## config.mk

```make
export PLATFORM = sky130hd
export DESIGN_NAME = soundex_encoder_top
export DESIGN_NICKNAME = d
export VERILOG_FILES = /design/src/hw/rtl/sdx_pkg.sv /design/src/hw/rtl/sdx_code_buffer.sv /design/src/hw/rtl/sdx_word_builder.sv /design/src/hw/rtl/sdx_emitter.sv /design/src/hw/rtl/soundex_encoder_top.sv
export SDC_FILE = /design/constraint.sdc
export NUM_CORES = 1
export LEC_CHECK = 0
export BUFFER_PORTS_ARGS = -buffer_cell sky130_fd_sc_hd__buf_2
export CORE_MARGIN = 2
export CORE_UTILIZATION = 62
export DETAILED_ROUTE_END_ITERATION = 8
export GPL_TIMING_DRIVEN = 0
export MAX_ROUTING_LAYER = met4
export PLACE_DENSITY = 0.9
export SLEW_MARGIN = 20
export SYNTH_ARGS = -nofsm -noshare
export SYNTH_HDL_FRONTEND = slang
export SYNTH_SLANG_ARGS = --single-unit
```

## constraint.sdc

```tcl
create_clock -name clock -period 5.1 [get_ports clock]
set_clock_uncertainty 0.15 [all_clocks]
set_input_delay 1.02 -clock clock [delete_from_list [all_inputs] [get_ports clock]]
set_output_delay 1.02 -clock clock [all_outputs]
set_load 0.03 [all_outputs]
```

## src/hw/rtl/sdx_pkg.sv

```systemverilog
// ----------------------------------------------------------------------------
// Soundex encoder package
// Item types, character constants and the letter group classification.
// ----------------------------------------------------------------------------
package sdx_pkg;

   typedef struct packed {
      logic [7:0] character;
      logic       no_char;
      logic       word_end;
   } req_item_type;

   typedef struct packed {
      logic [7:0] code_char;
      logic       code_last;
   } rsp_item_type;

   typedef logic [2:0] group_type;

   localparam group_type GRP_NONE = 3'd0;
   localparam group_type GRP_LABIAL = 3'd1;
   localparam group_type GRP_GUTTURAL = 3'd2;
   localparam group_type GRP_DENTAL = 3'd3;
   localparam group_type GRP_LATERAL = 3'd4;
   localparam group_type GRP_NASAL = 3'd5;
   localparam group_type GRP_RHOTIC = 3'd6;

   localparam logic [7:0] CHAR_ZERO = 8'h30;
   localparam logic [7:0] CHAR_H = 8'h68;
   localparam logic [7:0] CHAR_W = 8'h77;
   localparam logic [7:0] CHAR_Y = 8'h79;

   localparam logic [4:0] CODE_LENGTH_RESET = 5'd4;

   // Maps a lowercase consonant to its code group; anything else has none.
   function automatic group_type group_of(input logic [7:0] c);
      group_type g;
      unique case (c)
         8'h62, 8'h66, 8'h70, 8'h76: g = GRP_LABIAL;
         8'h63, 8'h67, 8'h6A, 8'h6B,
         8'h71, 8'h73, 8'h78, 8'h7A: g = GRP_GUTTURAL;
         8'h64, 8'h74: g = GRP_DENTAL;
         8'h6C: g = GRP_LATERAL;
         8'h6D, 8'h6E: g = GRP_NASAL;
         8'h72: g = GRP_RHOTIC;
         default: g = GRP_NONE;
      endcase
      return g;
   endfunction

endpackage

```

## src/hw/rtl/sdx_code_buffer.sv

```systemverilog
// ----------------------------------------------------------------------------
// Soundex code buffer
// Two banks of code characters, one written by the word builder and the
// other read by the emitter, with a registered read port.
// ----------------------------------------------------------------------------
module sdx_code_buffer #(
   parameter int ADDR_W = 5
) (
   input  logic              clock,
   input  logic              wr_en,
   input  logic [ADDR_W-1:0] wr_addr,
   input  logic [7:0]        wr_data,
   input  logic              rd_en,
   input  logic [ADDR_W-1:0] rd_addr,
   output logic [7:0]        rd_data
);

   localparam int Depth = 2 ** ADDR_W;

   logic [7:0] mem [Depth];
   logic [7:0] rd_data_ff;

   always_ff @(posedge clock) begin
      if (wr_en) begin
         mem[wr_addr] <= wr_data;
      end
   end

   always_ff @(posedge clock) begin
      if (rd_en) begin
         rd_data_ff <= mem[rd_addr];
      end
   end

   assign rd_data = rd_data_ff;

endmodule

```

## src/hw/rtl/sdx_word_builder.sv

```systemverilog
// ----------------------------------------------------------------------------
// Soundex word builder
// Registers each input item, classifies its character and stores the code
// characters of the current word into the builder's bank of the buffer.
// ----------------------------------------------------------------------------
module sdx_word_builder #(
   parameter int MAX_CODE_LEN = 16
) (
   input  logic                                     clock,
   input  logic                                     reset,
   input  logic                                     req_valid,
   output logic                                     req_ready,
   input  sdx_pkg::req_item_type                    req_item,
   output logic                                     wr_en,
   output logic [(MAX_CODE_LEN > 1 ? $clog2(MAX_CODE_LEN) : 1):0] wr_addr,
   output logic [7:0]                               wr_data,
   output logic                                     done_valid,
   input  logic                                     done_ready,
   output logic [$clog2(MAX_CODE_LEN + 1)-1:0]      done_count,
   output logic                                     done_bank
);

   localparam int IdxW = MAX_CODE_LEN > 1 ? $clog2(MAX_CODE_LEN) : 1;
   localparam int CntW = $clog2(MAX_CODE_LEN + 1);
   localparam logic [CntW-1:0] MaxLen = CntW'(MAX_CODE_LEN);

   logic                   in_valid_ff, in_valid_in;
   sdx_pkg::req_item_type  in_item_ff;
   logic [CntW-1:0]        count_ff, count_in;
   sdx_pkg::group_type     prev_ff, prev_in;
   logic                   start_ff, start_in;
   logic                   bank_ff, bank_in;

   logic                   advance;
   logic                   store_en;
   logic [7:0]             store_val;
   logic                   ignored;
   sdx_pkg::group_type     grp;
   logic [CntW-1:0]        count_next;

   assign done_valid = in_valid_ff && in_item_ff.word_end;
   assign advance = in_valid_ff && (!in_item_ff.word_end || done_ready);
   assign req_ready = !in_valid_ff || advance;
   assign in_valid_in = req_ready ? req_valid : in_valid_ff;

   assign grp = sdx_pkg::group_of(in_item_ff.character);
   assign ignored = (in_item_ff.character == sdx_pkg::CHAR_H) ||
                    (in_item_ff.character == sdx_pkg::CHAR_W) ||
                    (in_item_ff.character == sdx_pkg::CHAR_Y);

   always_comb begin
      store_en = 1'b0;
      store_val = in_item_ff.character;
      prev_in = prev_ff;
      start_in = start_ff;
      if (advance && !in_item_ff.no_char) begin
         if (start_ff) begin
            store_en = 1'b1;
            prev_in = grp;
            start_in = 1'b0;
         end else if (!ignored) begin
            if (grp != sdx_pkg::GRP_NONE && grp != prev_ff) begin
               store_en = 1'b1;
               store_val = sdx_pkg::CHAR_ZERO + {5'b0, grp};
            end
            prev_in = grp;
         end
      end
      wr_en = store_en && (count_ff < MaxLen);
      count_next = count_ff + {{(CntW - 1){1'b0}}, wr_en};
      count_in = count_next;
      bank_in = bank_ff;
      if (advance && in_item_ff.word_end) begin
         count_in = '0;
         prev_in = sdx_pkg::GRP_NONE;
         start_in = 1'b1;
         bank_in = !bank_ff;
      end
   end

   assign wr_addr = {bank_ff, count_ff[IdxW-1:0]};
   assign wr_data = store_val;
   assign done_count = count_next;
   assign done_bank = bank_ff;

   always_ff @(posedge clock) begin
      if (reset) begin
         in_valid_ff <= 1'b0;
         count_ff <= '0;
         prev_ff <= sdx_pkg::GRP_NONE;
         start_ff <= 1'b1;
         bank_ff <= 1'b0;
      end else begin
         in_valid_ff <= in_valid_in;
         count_ff <= count_in;
         prev_ff <= prev_in;
         start_ff <= start_in;
         bank_ff <= bank_in;
      end
   end

   always_ff @(posedge clock) begin
      if (req_valid && req_ready) begin
         in_item_ff <= req_item;
      end
   end

   // A fresh word has stored nothing and carries no group.
   a_start_clean: assert property (@(posedge clock) disable iff (reset)
      start_ff |-> (count_ff == '0) && (prev_ff == sdx_pkg::GRP_NONE))
      else $error("word start with stale state");

   a_count_bound: assert property (@(posedge clock) disable iff (reset)
      count_ff <= MaxLen)
      else $error("code count beyond buffer depth");

   // Closing a word hands the buffer bank over to the emitter.
   a_bank_swap: assert property (@(posedge clock) disable iff (reset)
      (done_valid && done_ready) |=> (bank_ff != $past(bank_ff)) && start_ff)
      else $error("word close without bank swap");

endmodule

```

## src/hw/rtl/sdx_emitter.sv

```systemverilog
// ----------------------------------------------------------------------------
// Soundex code emitter
// Reads a finished word's code from the buffer one character per cycle
// while the result register is free or being taken, pads it with zeros to
// the configured length and drives the result register.
// ----------------------------------------------------------------------------
module sdx_emitter #(
   parameter int MAX_CODE_LEN = 16
) (
   input  logic                                     clock,
   input  logic                                     reset,
   input  logic [4:0]                               code_length,
   input  logic                                     done_valid,
   output logic                                     done_ready,
   input  logic [$clog2(MAX_CODE_LEN + 1)-1:0]      done_count,
   input  logic                                     done_bank,
   output logic                                     rd_en,
   output logic [(MAX_CODE_LEN > 1 ? $clog2(MAX_CODE_LEN) : 1):0] rd_addr,
   input  logic [7:0]                               rd_data,
   output logic                                     rsp_valid,
   input  logic                                     rsp_ready,
   output sdx_pkg::rsp_item_type                    rsp_item
);

   localparam int IdxW = MAX_CODE_LEN > 1 ? $clog2(MAX_CODE_LEN) : 1;
   localparam int CntW = $clog2(MAX_CODE_LEN + 1);
   localparam logic [CntW-1:0] MaxLen = CntW'(MAX_CODE_LEN);
   localparam logic [CntW-1:0] OneLen = CntW'(1);

   logic                busy_ff, busy_in;
   logic                bank_ff;
   logic [CntW-1:0]     idx_ff;
   logic [CntW-1:0]     cnt_ff;
   logic [CntW-1:0]     len_ff;
   logic                out_valid_ff, out_valid_in;
   logic                pad_ff;
   logic                last_ff;

   logic                load;
   logic                load_last;
   logic                take_word;
   logic [CntW-1:0]     len_eff;
   logic [CntW-1:0]     idx_next;

   assign done_ready = !busy_ff;
   assign take_word = done_valid && done_ready;
   assign load = busy_ff && (!out_valid_ff || rsp_ready);
   assign idx_next = idx_ff + OneLen;
   assign load_last = idx_next == len_ff;

   always_comb begin
      if (code_length == 5'd0) begin
         len_eff = OneLen;
      end else if (32'(code_length) > 32'(MAX_CODE_LEN)) begin
         len_eff = MaxLen;
      end else begin
         len_eff = CntW'(code_length);
      end
   end

   always_comb begin
      busy_in = busy_ff;
      if (take_word) begin
         busy_in = 1'b1;
      end else if (load && load_last) begin
         busy_in = 1'b0;
      end
      out_valid_in = out_valid_ff;
      if (load) begin
         out_valid_in = 1'b1;
      end else if (rsp_ready) begin
         out_valid_in = 1'b0;
      end
   end

   assign rd_en = load;
   assign rd_addr = {bank_ff, idx_ff[IdxW-1:0]};

   always_ff @(posedge clock) begin
      if (reset) begin
         busy_ff <= 1'b0;
         out_valid_ff <= 1'b0;
      end else begin
         busy_ff <= busy_in;
         out_valid_ff <= out_valid_in;
      end
   end

   always_ff @(posedge clock) begin
      if (take_word) begin
         bank_ff <= done_bank;
         idx_ff <= '0;
         cnt_ff <= done_count;
         len_ff <= len_eff;
      end else if (load) begin
         idx_ff <= idx_next;
      end
      if (load) begin
         pad_ff <= idx_ff >= cnt_ff;
         last_ff <= load_last;
      end
   end

   assign rsp_valid = out_valid_ff;
   assign rsp_item.code_char = pad_ff ? sdx_pkg::CHAR_ZERO : rd_data;
   assign rsp_item.code_last = last_ff;

   a_idx_in_range: assert property (@(posedge clock) disable iff (reset)
      busy_ff |-> (idx_ff < len_ff) && (len_ff != '0) && (len_ff <= MaxLen))
      else $error("emit index outside code length");

   // The final character of a code ends the emission.
   a_last_ends: assert property (@(posedge clock) disable iff (reset)
      (load && load_last) |=> !busy_ff && last_ff && out_valid_ff)
      else $error("emission not closed on last character");

   a_take_starts: assert property (@(posedge clock) disable iff (reset)
      take_word |=> busy_ff && (idx_ff == '0))
      else $error("word taken without starting emission");

endmodule

```

## src/hw/rtl/soundex_encoder_top.sv

```systemverilog
// ----------------------------------------------------------------------------
// Soundex encoder top level
// Builds a Soundex-style code from a word given one character per item and
// emits the code one character per item when the word ends.
//
//   Channel   Direction  Handshake               Payload
//   req_      in         req_valid / req_ready   character, no_char, word_end
//   rsp_      out        rsp_valid / rsp_ready   code_char, code_last
//   csr_      in         csr_wr_en               code_length (5 bits)
//
// Each input item passes the input register and is classified in the next
// cycle, so characters are taken at one per cycle.
// A word's end gives code_length result items (clamped to 1..MAX_CODE_LEN),
// one per cycle from the emitter's read port; the next word is built into the
// other buffer bank meanwhile, and its end waits until the emitter is free.
// Reset is synchronous; it clears the word state and sets code_length to 4.
// A stalled result holds the emitter, and a held input register holds req_.
// ----------------------------------------------------------------------------
module soundex_encoder_top #(
   parameter int MAX_CODE_LEN = 16
) (
   input  logic                  clock,
   input  logic                  reset,
   input  logic                  req_valid,
   output logic                  req_ready,
   input  sdx_pkg::req_item_type req_item,
   output logic                  rsp_valid,
   input  logic                  rsp_ready,
   output sdx_pkg::rsp_item_type rsp_item,
   input  logic                  csr_wr_en,
   input  logic [4:0]            csr_wr_data
);

   localparam int IdxW = MAX_CODE_LEN > 1 ? $clog2(MAX_CODE_LEN) : 1;
   localparam int CntW = $clog2(MAX_CODE_LEN + 1);

   logic [4:0]      code_length_ff, code_length_in;
   logic            wr_en;
   logic [IdxW:0]   wr_addr;
   logic [7:0]      wr_data;
   logic            rd_en;
   logic [IdxW:0]   rd_addr;
   logic [7:0]      rd_data;
   logic            done_valid;
   logic            done_ready;
   logic [CntW-1:0] done_count;
   logic            done_bank;

   assign code_length_in = csr_wr_en ? csr_wr_data : code_length_ff;

   always_ff @(posedge clock) begin
      if (reset) begin
         code_length_ff <= sdx_pkg::CODE_LENGTH_RESET;
      end else begin
         code_length_ff <= code_length_in;
      end
   end

   sdx_word_builder #(
      .MAX_CODE_LEN(MAX_CODE_LEN)
   ) u_builder (
      .clock      (clock),
      .reset      (reset),
      .req_valid  (req_valid),
      .req_ready  (req_ready),
      .req_item   (req_item),
      .wr_en      (wr_en),
      .wr_addr    (wr_addr),
      .wr_data    (wr_data),
      .done_valid (done_valid),
      .done_ready (done_ready),
      .done_count (done_count),
      .done_bank  (done_bank)
   );

   sdx_code_buffer #(
      .ADDR_W(IdxW + 1)
   ) u_buffer (
      .clock   (clock),
      .wr_en   (wr_en),
      .wr_addr (wr_addr),
      .wr_data (wr_data),
      .rd_en   (rd_en),
      .rd_addr (rd_addr),
      .rd_data (rd_data)
   );

   sdx_emitter #(
      .MAX_CODE_LEN(MAX_CODE_LEN)
   ) u_emitter (
      .clock       (clock),
      .reset       (reset),
      .code_length (code_length_ff),
      .done_valid  (done_valid),
      .done_ready  (done_ready),
      .done_count  (done_count),
      .done_bank   (done_bank),
      .rd_en       (rd_en),
      .rd_addr     (rd_addr),
      .rd_data     (rd_data),
      .rsp_valid   (rsp_valid),
      .rsp_ready   (rsp_ready),
      .rsp_item    (rsp_item)
   );

endmodule

```

# --- After elaboration in Yosys (flattened, before gate mapping) ---
# Memory sizes are Yosys's and may differ from the RTL's. A register that Yosys moved wholly into a read port is not among the register bits.
# Index checks and enable logic that the tools add are counted.
word_totals:
  out_inout_bits: 11
  elab_cells: 100
  n_memories: 1
  in_bits: 20
  mem_bits_rw: 256
  regBits: 46
memory_table:
  columns: ["name", "words", "word_bits", "read_ports", "rd_ports_with_merged_regs", "write_ports", "line_no", "text"]
  rows:
  - ["u_buffer.mem", 32, 8, 1, 1, 1, "sdx_code_buffer.sv:20", "logic [7:0] mem [Depth];"]
classes:
  n_eq_ne: 24
  add_sub_neg: 3
  reduce_logical: 32
  magnitude_cmp: 3
  muxes: 19
op_table:
  columns: ["cell", "count"]
  rows:
  - ["8-bit by 7-bit == test with 1-bit output, second input constant", 21]
  - ["8-bit 2-to-1 mux", 5]
  - ["3-bit one-hot mux with 6 select lines", 1]
  - ["1-bit logical AND", 10]
  - ["1-bit 2-to-1 mux", 10]
  - ["2-bit OR reduction", 4]
  - ["8-bit OR reduction", 1]
  - ["6-bit by 3-bit adder with 7-bit output, first input constant", 1]
  - ["1-bit zero test", 6]
  - ["3-bit 2-to-1 mux", 2]
  - ["5-bit by 1-bit adder with 5-bit output", 1]
  - ["5-bit by 1-bit adder with 5-bit output, second input constant", 1]
  - ["5-bit == test", 1]
  - ["5-bit greater-or-equal comparator", 1]
  - ["5-bit > comparator, second input constant", 1]
  - ["5-bit zero test", 1]
  - ["1-bit logical OR", 5]
  - ["5-bit less-than comparator, second input constant", 1]
  - ["5-bit 2-to-1 mux", 1]
  - ["2-bit nonzero test", 2]
  - ["4-bit OR reduction", 1]
  - ["3-bit != test", 1]
  - ["3-bit nonzero test", 1]
  - ["2-bit by 1-bit != test with 1-bit output, second input constant", 1]
  - ["2-bit AND reduction", 1]

# --- Logic depth before layout (Yosys ltp) ---
# Gate-level depths: netlist of run 1.
depth:
  depth_word: 12
  mapped_depth: 14
  ltp_nobuf: 12

# --- By module ---
# From an unflattened synthesis of run 1, not the netlist that was laid out.
unflattened:
  hier_cells: 659
  area_unflattened_um2: 12599.6
modules_own_cells:
  columns: ["mod", "cells_each", "seq_area_each_um2", "n_inst", "area_each_um2"]
  rows:
  - ["sdx_code_buffer", 417, 7927.6, 1, 10133.5]
  - ["sdx_word_builder", 127, 520.5, 1, 1238.7]
  - ["sdx_emitter", 99, 530.5, 1, 1046.0]
  - ["soundex_encoder_top", 16, 100.1, 1, 181.4]

# --- Least setup slack after synthesis of run 1 ---
# OpenSTA, ideal clock, no wires.
synth_path:
  path_kind: "register to register"
  startpoint: "register u_builder.in_item_ff[4] in the netlist's numbering"
  endpoint: "memory u_buffer.mem[0][0] (data pin)"
  path_stages_with_launch: 9
  path_slack_ns: 1.317
  t_required_ns: 4.483
  setup_ns: 0.467
  arrival_time_ns: 3.166
  synth_period_minus_slack_ns: 3.783
  n_path_buf: 2
  cell_sequence: "edfxtp_1 -> buf_6 -> or3b_1 -> a2bb2oi_2 -> nor4b_2 -> a21oi_2 -> and3_1 -> buf_6 -> o31ai_1"
synth_between:
  elab_chain_cells: 9
  word_cells_on_any_way: 36
  classes_between: "add/sub: 1; eq/ne: 22; mux: 5; reduce/logical: 8"
synth_lines:
  columns: ["element", "line_no", "text"]
  rows:
  - ["start: declaration", "sdx_word_builder.sv:28", "sdx_pkg::req_item_type in_item_ff;"]
  - ["start signal: assignment", "sdx_word_builder.sv:104", "in_item_ff <= req_item;"]
  - ["parallel branches: the longest is 6 deep, another holds 6-bit by 3-bit adder with 7-bit output", null, null]
  - ["8-bit 2-to-1 mux (*)", "sdx_word_builder.sv:61", "end else if (!ignored) begin"]
  - ["8-bit 2-to-1 mux (*)", "sdx_word_builder.sv:57", "if (start_ff) begin"]
  - ["8-bit 2-to-1 mux (*)", "sdx_word_builder.sv:56", "if (advance && !in_item_ff.no_char) begin"]
  - ["named net u_buffer.wr_data[0]", "sdx_code_buffer.sv:12", "input logic [7:0] wr_data,"]
  - ["end: declaration", "sdx_code_buffer.sv:20", null]
# Mark *: on every way through the listed nets, which the timed path passes.

# --- Worst setup path in the final report of run 1 ---
layout_path:
  startpoint: "register u_builder.in_item_ff[4] in the netlist's numbering"
  endpoint: "register u_builder.count_ff[4]"
layout_between:
  elab_chain_cells: 11
  word_cells_on_any_way: 37
  classes_between: "add/sub: 1; eq/ne: 22; mux: 5; reduce/logical: 9"
layout_lines:
  columns: ["element", "line_no", "text"]
  rows:
  - ["8-bit by 7-bit == test with 1-bit output", "sdx_pkg.sv:38", "unique case (c)"]
  - ["8-bit OR reduction (tied with other cells)", "sdx_pkg.sv:38", null]
  - ["3-bit one-hot mux with 6 select lines", "sdx_pkg.sv:38", null]
  - ["3-bit != test or 3-bit nonzero test (tied branches)", "sdx_word_builder.sv:62", "if (grp != sdx_pkg::GRP_NONE && grp != prev_ff) begin"]
  - ["1-bit logical AND", "sdx_word_builder.sv:62", null]
  - ["1-bit 2-to-1 mux", "sdx_word_builder.sv:62", null]
  - ["1-bit 2-to-1 mux (*)", "sdx_word_builder.sv:61", null]
  - ["1-bit 2-to-1 mux (*)", "sdx_word_builder.sv:57", null]
  - ["1-bit 2-to-1 mux (*)", "sdx_word_builder.sv:56", null]
  - ["1-bit logical AND (*)", "sdx_word_builder.sv:69", "wr_en = store_en && (count_ff < MaxLen);"]
  - ["5-bit by 1-bit adder with 5-bit output (*)", "sdx_word_builder.sv:70", "count_next = count_ff + {{(CntW - 1){1'b0}}, wr_en};"]
  - ["named net done_count[4]", "soundex_encoder_top.sv:46", "logic [CntW-1:0] done_count;"]
  - ["end signal: assignment", "sdx_word_builder.sv:95", "count_ff <= count_in;"]
  - ["end: declaration", "sdx_word_builder.sv:29", "logic [CntW-1:0] count_ff, count_in;"]
# Mark *: on every way through the listed nets, which the timed path passes. The rest lies on a longest branch.
# A chain may end at the register's enable or synchronous reset.

==> impl_metrics.json, run 1 <==
{
  "grt_pass1_wl_um": 43300,
  "initial_core_util_pct": 62.9,
  "setup_viol": 0,
  "cp-start-kind": "register",
  "hp-class": "reg -> reg",
  "clock_latency_ns": 0.55,
  "cts_tree": "yes",
  "core-area_um2": 20200,
  "critPathSlowestCell": "edfxtp_1",
  "setup_tns_ns": 0,
  "fin_crit_sh_pct": 68.6,
  "avgViaCountPerCell": 6.75,
  "dpl.hpwl_um": 18600,
  "drtIter0Drc": 816,
  "synth.area.top_cells": "edfxtp_1 68%, mux4_2 14%, dfxtp_1 3.6%",
  "ys.flop_type": "edfxtp_1",
  "crit_chain": "buf_6, or3b_1, a2bb2oi_2, nor4bb_1, o22a_1, a21oi_2, a31oi_4, buf_6, nor3_1, ha_1, ha_1, nand3_1, xnor2_1, nor2b_1",
  "synth_area_leader_cell": "edfxtp_1",
  "crit_cells": 14,
  "fmax_mhz": 286,
  "cts_inserted_buffers": 29,
  "synth_area_um2": 12700,
  "rsz0062_at_grt": "no",
  "cp_top_family": "simple AND/OR/NAND/NOR gates",
  "avgSynthCellArea_um2": 18.9,
  "cp_max_fo": 10,
  "placed_area_um2": 13300,
  "post_cts_buffers": 0,
  "finalNonFillerCells": 1033,
  "area_growth_pct": 13.2,
  "p_int_mw": 4.49,
  "switching_share_pct": 25.1,
  "synth_fp_nets": 703,
  "cts_resized": 0,
  "place.gp.congestion": 0.916,
  "cp.required_ns": 5.36,
  "yosys_warnings": 0,
  "fin_util_pct": 71.3,
  "status": "finished, final reports clean",
  "p_comb_share_pct": 17.5,
  "fin_total_pwr_mw": 5.99,
  "fp.dieW_um": 147,
  "seq_area_frac_synth_pct": 71.5,
  "dr.pass1.iters": 8,
  "hold_viol_final": 0,
  "arrival_ns": 3.76,
  "max_slew.worst_pin.slew_ns": 0.926,
  "htreeDepth": 1,
  "cts.sinks": 310,
  "antenna_found_initial": 3,
  "io-pin-count": 31,
  "hold_ws_ns": 0.374,
  "p_clk_share_pct": 35.2,
  "setup.worst_path.end_class": "register",
  "ant_nets": 0,
  "critPathBufInv": 2,
  "maxCapViolCount": 0,
  "numPortBuffers": 28,
  "p_per_area_nw_per_um2": 417,
  "die_area_um2": 21600,
  "p_switching_mw": 1.50,
  "synth_top_area_share_pct": 67.9,
  "num_rows": 52,
  "final_cell_mix": "287 x edfxtp_1, 80 x mux4_2, 34 x buf_2, 33 x nor3_2, 29 x clkbuf_16",
  "p_leak_nw": 4.60,
  "synth_seq_cells": 310,
  "cts_root_buffer": "clkbuf_16",
  "relSlewSlack_pct": 38.2,
  "clkTransAtPathRegs_ns": 0.06,
  "dieHeight_um": 147,
  "synthArstFlopShare_pct": 0,
  "synth_edf_count": 287,
  "period_minus_slack_ns": 3.50,
  "nNetsFinal": 768,
  "grt_use_total_pct": 28.3,
  "drive_gt1_share_pct": 30.8,
  "ys_types": 60,
  "drt_wl_total_um": 29400,
  "fin_ws_ns": 1.60,
  "grt_start_max_net_pins": 33,
  "hold_depth": 1,
  "crit_type": "reg -> reg",
  "drc": 0,
  "grt_pass1_vias": 6904,
  "r2r_cells": 14,
  "crit_path_max_incr_delay_ns": 0.40,
  "cts_max_path_buffers": 3,
  "grt_overflow": 0,
  "reg2reg_slack_ns": 1.60,
  "vias": 6971,
  "wl_per_cell_um": 28.4,
  "postSynthCellCount": 673,
  "seq_power_share_pct": 47.4,
  "place_ws_ns": 1.28,
  "final_area_um2": 14400,
  "drv_slew": 0,
  "hold_buffers": 0,
  "dp.cells": 977,
  "ir_drop_mv": 0.326,
  "final_common_cell": "edfxtp_1"
}
worst paths after layout:
| kind | start | to |
|---|---|---|
| min reg2reg | u_builder.start_ff$_SDFFE_PP1P_ | u_builder.start_ff$_SDFFE_PP1P_ |
| min | u_builder.start_ff$_SDFFE_PP1P_ | u_builder.start_ff$_SDFFE_PP1P_ |
| max reg2reg | u_builder.in_item_ff[4]$_DFFE_PP_ | u_builder.count_ff[4]$_SDFF_PP0_ |
| max | u_builder.in_item_ff[4]$_DFFE_PP_ | u_builder.count_ff[4]$_SDFF_PP0_ |
registers in the layout (all words and copies together) (netlist names), 3 cells and up:
name	count
u_emitter.idx_ff	5
u_builder.count_ff	5
u_buffer.mem	256
u_emitter.len_ff	5
u_buffer.rd_data	8
u_emitter.cnt_ff	5
u_builder.prev_ff	3
code_length_ff	5
u_builder.in_item_ff	10
synthesized netlist by cell type (2+ instances only):
cell type and n:
and2_1 6, ha_1 10, dfxtp_1 23, o21ai_0 9, and3_1 3, a21oi_1 10, a21o_1 3, mux4_2 80
nor2_1 22, nand2_1 13, mux2_2 8, xor2_1 5, nor3_1 37, o22ai_1 2, buf_6 7, nand2b_1 9
a31oi_4 2, or2_2 3, nor2b_1 13, a31oi_1 3, nor4_1 2, nand4_1 3, or3_1 4, inv_1 17
o31ai_1 4, mux2i_1 6, buf_1 9, nand3b_1 5, buf_2 6, edfxtp_1 287, buf_4 3, nand3_1 8
xnor2_1 6, clkbuf_1 17, nor3b_1 3
power groups by stage:
stage	sequential (mW)	combinational, mW	clock [mW]
2_1_floorplan	2.89	0.704	0
4_1_cts	2.84	1.03	2.11
3_3_place_gp	2.89	0.946	0
6_report	2.84	1.05	2.11
3_5_place_dp	2.89	1.01	0
5_1_grt	2.84	1.09	2.21
layout make-up:
cell class / instances / area [um2]
antenna: 3 / 7.51
inverter: 17 / 63.8
timing repair buffer: 34 / 200
clock inverter: 20 / 175
tap: 270 / 338
buffer: 42 / 231
multi-input combinational: 304 / 3540
fill: 1165 / 5800
clock buffer: 33 / 741
sequential: 310 / 9080
layer usage:
metal | GRT usage (%) | routed length (um) | up-vias
met1 | 36.2 | 10200 | 3558
li1 | - | - | 2847
met4 | 8.22 | 903 | 0
met3 | 5.59 | 3020 | 75
met5 | - | 0 | -
met2 | 47.1 | 15300 | 491
logic make-up (layout without fill, tap and decap cells):
logic type      count (synthesis)  in the layout  share of synthesized area (%)
mux                            94             94                           15.4
simple gates                  140            140                           6.10
compound gates                 47             47                           2.73
fa+ha+maj                      11             11                           1.06
buf+inv                        59            146                           2.31
flops                         310            310                           71.5
other cells                     0              3                              0
xor+xnor                       12             12                          0.887
Power figures use the tool's default switching activity.
==> inputs of run 2 (changes only) <==
--- a/config.mk
+++ b/config.mk
@@ -7,11 +7,11 @@
 export LEC_CHECK = 0
 export BUFFER_PORTS_ARGS = -buffer_cell sky130_fd_sc_hd__buf_2
 export CORE_MARGIN = 2
-export CORE_UTILIZATION = 62
+export CORE_UTILIZATION = 56
 export DETAILED_ROUTE_END_ITERATION = 8
 export GPL_TIMING_DRIVEN = 0
 export MAX_ROUTING_LAYER = met4
-export PLACE_DENSITY = 0.9
+export PLACE_DENSITY = 0.86
 export SLEW_MARGIN = 20
 export SYNTH_ARGS = -nofsm -noshare
 export SYNTH_HDL_FRONTEND = slang
==> constraint.sdc (replaced) <==
create_clock -name clock -period 2.84 [get_ports clock]
set_clock_uncertainty 0.15 [all_clocks]
set_input_delay 0.568 -clock clock [delete_from_list [all_inputs] [get_ports clock]]
set_output_delay 0.568 -clock clock [all_outputs]
set_load 0.03 [all_outputs]
==> run 2 against run 1 <==
Compared with the run above:
- the run now ends with negative setup slack left
- cell count rose by 9.4%
- global-route usage rose by 3.0 points
- clock power rose by 94%
- sequential cell count did not move
- register-to-register slack got worse by 2.1 ns
- via count rose by 14%
- clock-buffer cell count did not move
- critical path depth fell by 1
- combinational power rose by 100%
- wire length rose by 30%
- highest routed layer unchanged
==> impl_metrics.json, run 2 (same netlist as run 1, synthesis figures left out) <==
{
  "status": "finished, violations left",
  "failed_checks": "negative setup slack",
  "hold_ws_ns": 0.0139,
  "fin_total_pwr_mw": 11.3,
  "drtIter0Drc": 1136,
  "critPathBufInv": 2,
  "cts_root_buffer": "clkbuf_16",
  "area_growth_pct": 27.0,
  "setup_viol": 466,
  "grt_start_max_net_pins": 33,
  "cts_max_path_buffers": 3,
  "grt_overflow": 0,
  "clock_latency_ns": 0.59,
  "finalNonFillerCells": 1130,
  "largest_register_ffs": 256,
  "final_cell_mix": "287 x edfxtp_1, 80 x mux4_2, 41 x buf_12, 35 x nor3_4, 34 x buf_2",
  "ant_nets": 0,
  "initial_core_util_pct": 56.6,
  "ir_drop_mv": 0.495,
  "cp_max_fo": 10,
  "setup.worst_path.end_class": "register",
  "grt_pass1_wl_um": 51400,
  "p_leak_nw": 5.40,
  "drv_slew": 0,
  "period_minus_slack_ns": 3.38,
  "fin_crit_sh_pct": 119,
  "final_area_um2": 16100,
  "critPathSlowestCell": "edfxtp_1",
  "clkTransAtPathRegs_ns": 0.06,
  "routed.top_layer": "met4",
  "place.gp.congestion": 0.871,
  "cp-start-kind": "register",
  "avgViaCountPerCell": 7.06,
  "cp_top_family": "adder cells",
  "place_ws_ns": -0.717,
  "dieHeight_um": 155,
  "cts_inserted_buffers": 29,
  "hp-class": "in -> reg",
  "wl_per_cell_um": 33.8,
  "hold_buffers": 0,
  "fp.dieW_um": 155,
  "io-pin-count": 31,
  "num_rows": 55,
  "arrival_ns": 3.67,
  "dr.pass1.iters": 6,
  "dpl.hpwl_um": 17800,
  "fillers": 1179,
  "drc": 0,
  "die_area_um2": 23900,
  "multi_input_area_um2": 3960,
  "dr_wl_met2_um": 19300,
  "p_per_area_nw_per_um2": 702,
  "dp.cells": 990,
  "crit_path_max_incr_delay_ns": 0.43,
  "crit_type": "reg -> reg",
  "maxCapViolCount": 0,
  "fmax_mhz": 296,
  "core-area_um2": 22400,
  "grt_pass1_vias": 7532,
  "crit_chain": "buf_6, maj3_1, a221o_1, nor2_1, a21o_2, a31oi_4, buf_12, nor3_4, ha_2, ha_4, nand3_4, xnor2_2, nor2b_1",
  "drt_wl_total_um": 38200,
  "rsz0062_at_grt": "yes",
  "cts.sinks": 310,
  "htreeDepth": 1,
  "antenna_found_initial": 2,
  "nNetsFinal": 850,
  "vias": 7976,
  "drt-met1-wl_um": 12300,
  "hold_viol_final": 0,
  "wl_met3_um": 4120,
  "drive_gt1_share_pct": 41.8,
  "fin_ws_ns": -0.540,
  "final_common_cell": "edfxtp_1",
  "relSlewSlack_pct": 29.1,
  "cp.required_ns": 3.13,
  "cts_tree": "yes",
  "numPortBuffers": 28,
  "grt_use_total_pct": 31.3,
  "placed_area_um2": 13500,
  "top_register": "u_buffer.mem",
  "max_slew.worst_pin.slew_ns": 1.06,
  "reg2reg_slack_ns": -0.54,
  "register_area_um2": 9080
}
## run 2: through the flow
stage                     util (%)  TNS (ns)
after floorplan                  -    -33.88
after global placement        59.6   -251.54
after detailed placement      60.1   -192.33
after CTS                     70.4    -59.28
after global routing          71.9   -168.82
final                         71.9   -141.47
## run 2: timing repair
action / 4_1_cts / 5_1_grt
gates cloned: 5 / 3
pin swaps: 42 / 20
resized for setup: 90 / 26
setup buffers: 64 / 15
endpoints found under the setup margin: 467 / 466
## run 2: path summary, 6_finish.rpt
check,depth (start not counted),from,to
hold reg to reg,2,code_length_ff[1]$_SDFFE_PP0P_,code_length_ff[1]$_SDFFE_PP0P_
setup reg to reg,13,u_builder.in_item_ff[2]$_DFFE_PP_,u_builder.count_ff[4]$_SDFF_PP0_
setup / recovery,13,u_builder.in_item_ff[2]$_DFFE_PP_,u_builder.count_ff[4]$_SDFF_PP0_
hold / removal,1,req_item[1],u_builder.in_item_ff[1]$_DFFE_PP_
## run 2: power breakdown
part,internal [mW],leakage (nW),switching (mW)
Combinational,0.969,2.14,1.15
Sequential,5.06,2.78,0.0441
Clock,2.25,0.476,1.84
Total,8.28,5.40,3.04
## run 2: routing by layer
| layer | vias up | track usage, % |
|---|---|---|
| li1 | 3041 | - |
| met3 | 195 | 4.96 |
| met4 | 0 | 12.1 |
| met5 | - | - |
| met1 | 3988 | 38.9 |
| met2 | 752 | 52.5 |
## run 2: layout make-up
type	instances	area share, %
tap	285	2.21
sequential	310	56.3
clock inverter	21	1.37
inverter	17	0.396
buffer	41	1.72
clock buffer	33	4.59
multi-input combinational	307	24.5
antenna	2	0.0310
timing repair buffer	114	8.82
==> inputs of run 3 (changes only) <==
--- a/config.mk
+++ b/config.mk
@@ -6,6 +6,7 @@
 export NUM_CORES = 1
 export LEC_CHECK = 0
 export BUFFER_PORTS_ARGS = -buffer_cell sky130_fd_sc_hd__buf_2
+export CORE_ASPECT_RATIO = 1.1
 export CORE_MARGIN = 2
 export CORE_UTILIZATION = 56
 export DETAILED_ROUTE_END_ITERATION = 8
==> run 3 against run 2 <==
Compared with the run above:
- the flow still finishes with violations (negative setup slack)
- clock-buffer cell count fell by 1
- sequential cell count unchanged
- die area is essentially flat
- via count shrank 2.2%
- critical path depth stayed put
- highest routed layer unchanged
==> impl_metrics.json, run 3 (same netlist as run 1, synthesis figures left out) <==
{
  "die_area_um2": 23900,
  "fmax_mhz": 306,
  "vias": 7798,
  "hold_ws_ns": 0.0468,
  "fin_crit_sh_pct": 115,
  "antenna_cells": 0,
  "setup.worst_path.end_class": "register",
  "multi_input_area_um2": 3970,
  "area_growth_pct": 27.7,
  "cp.required_ns": 2.95,
  "htreeDepth": 1,
  "io-pin-count": 31,
  "cts_root_buffer": "clkbuf_16",
  "register_area_um2": 9080,
  "arrival_ns": 3.37,
  "relSlewSlack_pct": 30.0,
  "grt_pass1_wl_um": 50200,
  "fin_ws_ns": -0.423,
  "crit_path_max_incr_delay_ns": 0.42,
  "r2r_cells": 13,
  "cts_max_path_buffers": 3,
  "initial_core_util_pct": 57.2,
  "regToRegEndpoint": "u_buffer.mem[28][5]$_DFFE_PP_",
  "failed_checks": "negative setup slack",
  "fin_util_pct": 73.0,
  "critPathSlowestCell": "a311o_1",
  "place_ws_ns": -0.769,
  "max_slew.worst_pin.slew_ns": 1.05,
  "clock_latency_ns": 0.56,
  "numPortBuffers": 28,
  "place.gp.congestion": 0.837,
  "hp-class": "in -> reg",
  "final_common_cell": "edfxtp_1",
  "hold_viol_final": 0,
  "largest_register_ffs": 256,
  "dpl.hpwl_um": 17900,
  "wl_per_cell_um": 31.8,
  "finalNonFillerCells": 1145,
  "rsz0062_at_grt": "yes",
  "reg2reg_from": "u_builder.in_item_ff[6]$_DFFE_PP_",
  "final_cell_mix": "287 x edfxtp_1, 80 x mux4_2, 36 x buf_4, 36 x buf_12, 34 x nor3_4",
  "drc": 0,
  "cp_max_fo": 12,
  "ant_nets": 0,
  "setup_tns_ns": -109.17,
  "setup.worst_path.end": "u_buffer.mem[28][5]$_DFFE_PP_",
  "top_register": "u_buffer.mem",
  "drv_slew": 0,
  "num_rows": 57,
  "period_minus_slack_ns": 3.26,
  "drive_gt1_share_pct": 42.4,
  "nNetsFinal": 859,
  "cts_tree": "yes",
  "drt_wl_total_um": 36400,
  "clkTransAtPathRegs_ns": 0.07,
  "maxCapViolCount": 0,
  "dp.cells": 999,
  "fp.dieW_um": 148,
  "grt_use_total_pct": 29.8,
  "grt_pass1_vias": 7516,
  "cts_inserted_buffers": 29,
  "ir_drop_mv": 0.599,
  "setup_viol": 459,
  "avgViaCountPerCell": 6.81,
  "grt_start_max_net_pins": 33,
  "crit_type": "reg -> reg",
  "reg2reg_slack_ns": -0.42,
  "crit_top_cell": "buf_4",
  "drtIter0Drc": 1293,
  "cts.sinks": 310,
  "status": "finished, violations left",
  "grt_overflow": 0,
  "p_per_area_nw_per_um2": 700,
  "core-area_um2": 22200,
  "startpoint": "u_builder.in_item_ff[6]$_DFFE_PP_",
  "cp-start-kind": "register",
  "antenna_found_initial": 0,
  "p_leak_nw": 5.44,
  "dr.pass1.iters": 5,
  "fillers": 1130,
  "crit_chain": "buf_4, inv_1, a311o_1, a31oi_4, xor2_2, a21o_2, a31oi_4, buf_4, buf_6, buf_4, buf_16, nor3_4, buf_12",
  "dieHeight_um": 162
}
[run 3: critical path: cells and delay by family, from the launching register on]
kind / cells / cell delay, ns
flip-flops: 1 / 0.37
XOR/XNOR: 1 / 0.23
AO/OA/AOI/OAI: 4 / 0.90
AND/OR/NAND/NOR: 1 / 0.20
buffers and inverters: 7 / 1.10
[run 3: layer usage]
metal  track usage [%]  share of wire [%]  up-vias
met3              4.21                 10      131
met2              50.4                 51      681
li1                  -                  -     3040
met4              9.00                5.1        0
met5                 -                  0        -
met1              38.3                 33     3946
[run 3: worst min path at each step]
stage | from | to | depth (start not counted)
detailed placement | u_builder.start_ff$_SDFFE_PP1P_ | u_builder.start_ff$_SDFFE_PP1P_ | 1
finish | req_item[7] | u_builder.in_item_ff[7]$_DFFE_PP_ | 1
global placement | code_length_ff[3]$_SDFFE_PP0P_ | code_length_ff[3]$_SDFFE_PP0P_ | 2
CTS | req_item[4] | u_builder.in_item_ff[4]$_DFFE_PP_ | 1
floorplan | code_length_ff[3]$_SDFFE_PP0P_ | code_length_ff[3]$_SDFFE_PP0P_ | 2
global route | req_item[1] | u_builder.in_item_ff[1]$_DFFE_PP_ | 1
[run 3: power breakdown]
part | internal (mW) | switching [mW] | leakage, nW
Sequential | 5.06 | 0.0441 | 2.78
Clock | 2.41 | 1.74 | 0.487
Combinational | 0.971 | 1.12 | 2.17
[run 3: metrics by stage]
stage	power, mW	area [um2]
floorplan	6.45	12900
global placement	6.90	13400
detailed placement	6.98	13500
CTS	11.1	15800
global route	11.5	16200
finish	11.3	16200
[run 3: cell type report]
cell class / instances / area share (%)
Buffer: 41 / 1.85
Clock buffer: 32 / 4.55
Clock inverter: 20 / 1.52
Inverter: 17 / 0.394
Multi-Input combinational cell: 308 / 24.5
Sequential cell: 310 / 56.0
Tap cell: 295 / 2.28
Timing Repair Buffer: 122 / 8.86
[run 3: repair_timing]
action	4_1_cts	5_1_grt
pin swaps	47	19
cloned	4	5
hold buffers	0	0
setup endpoints to repair	459	455
setup buffers	70	17
resized for setup	89	57
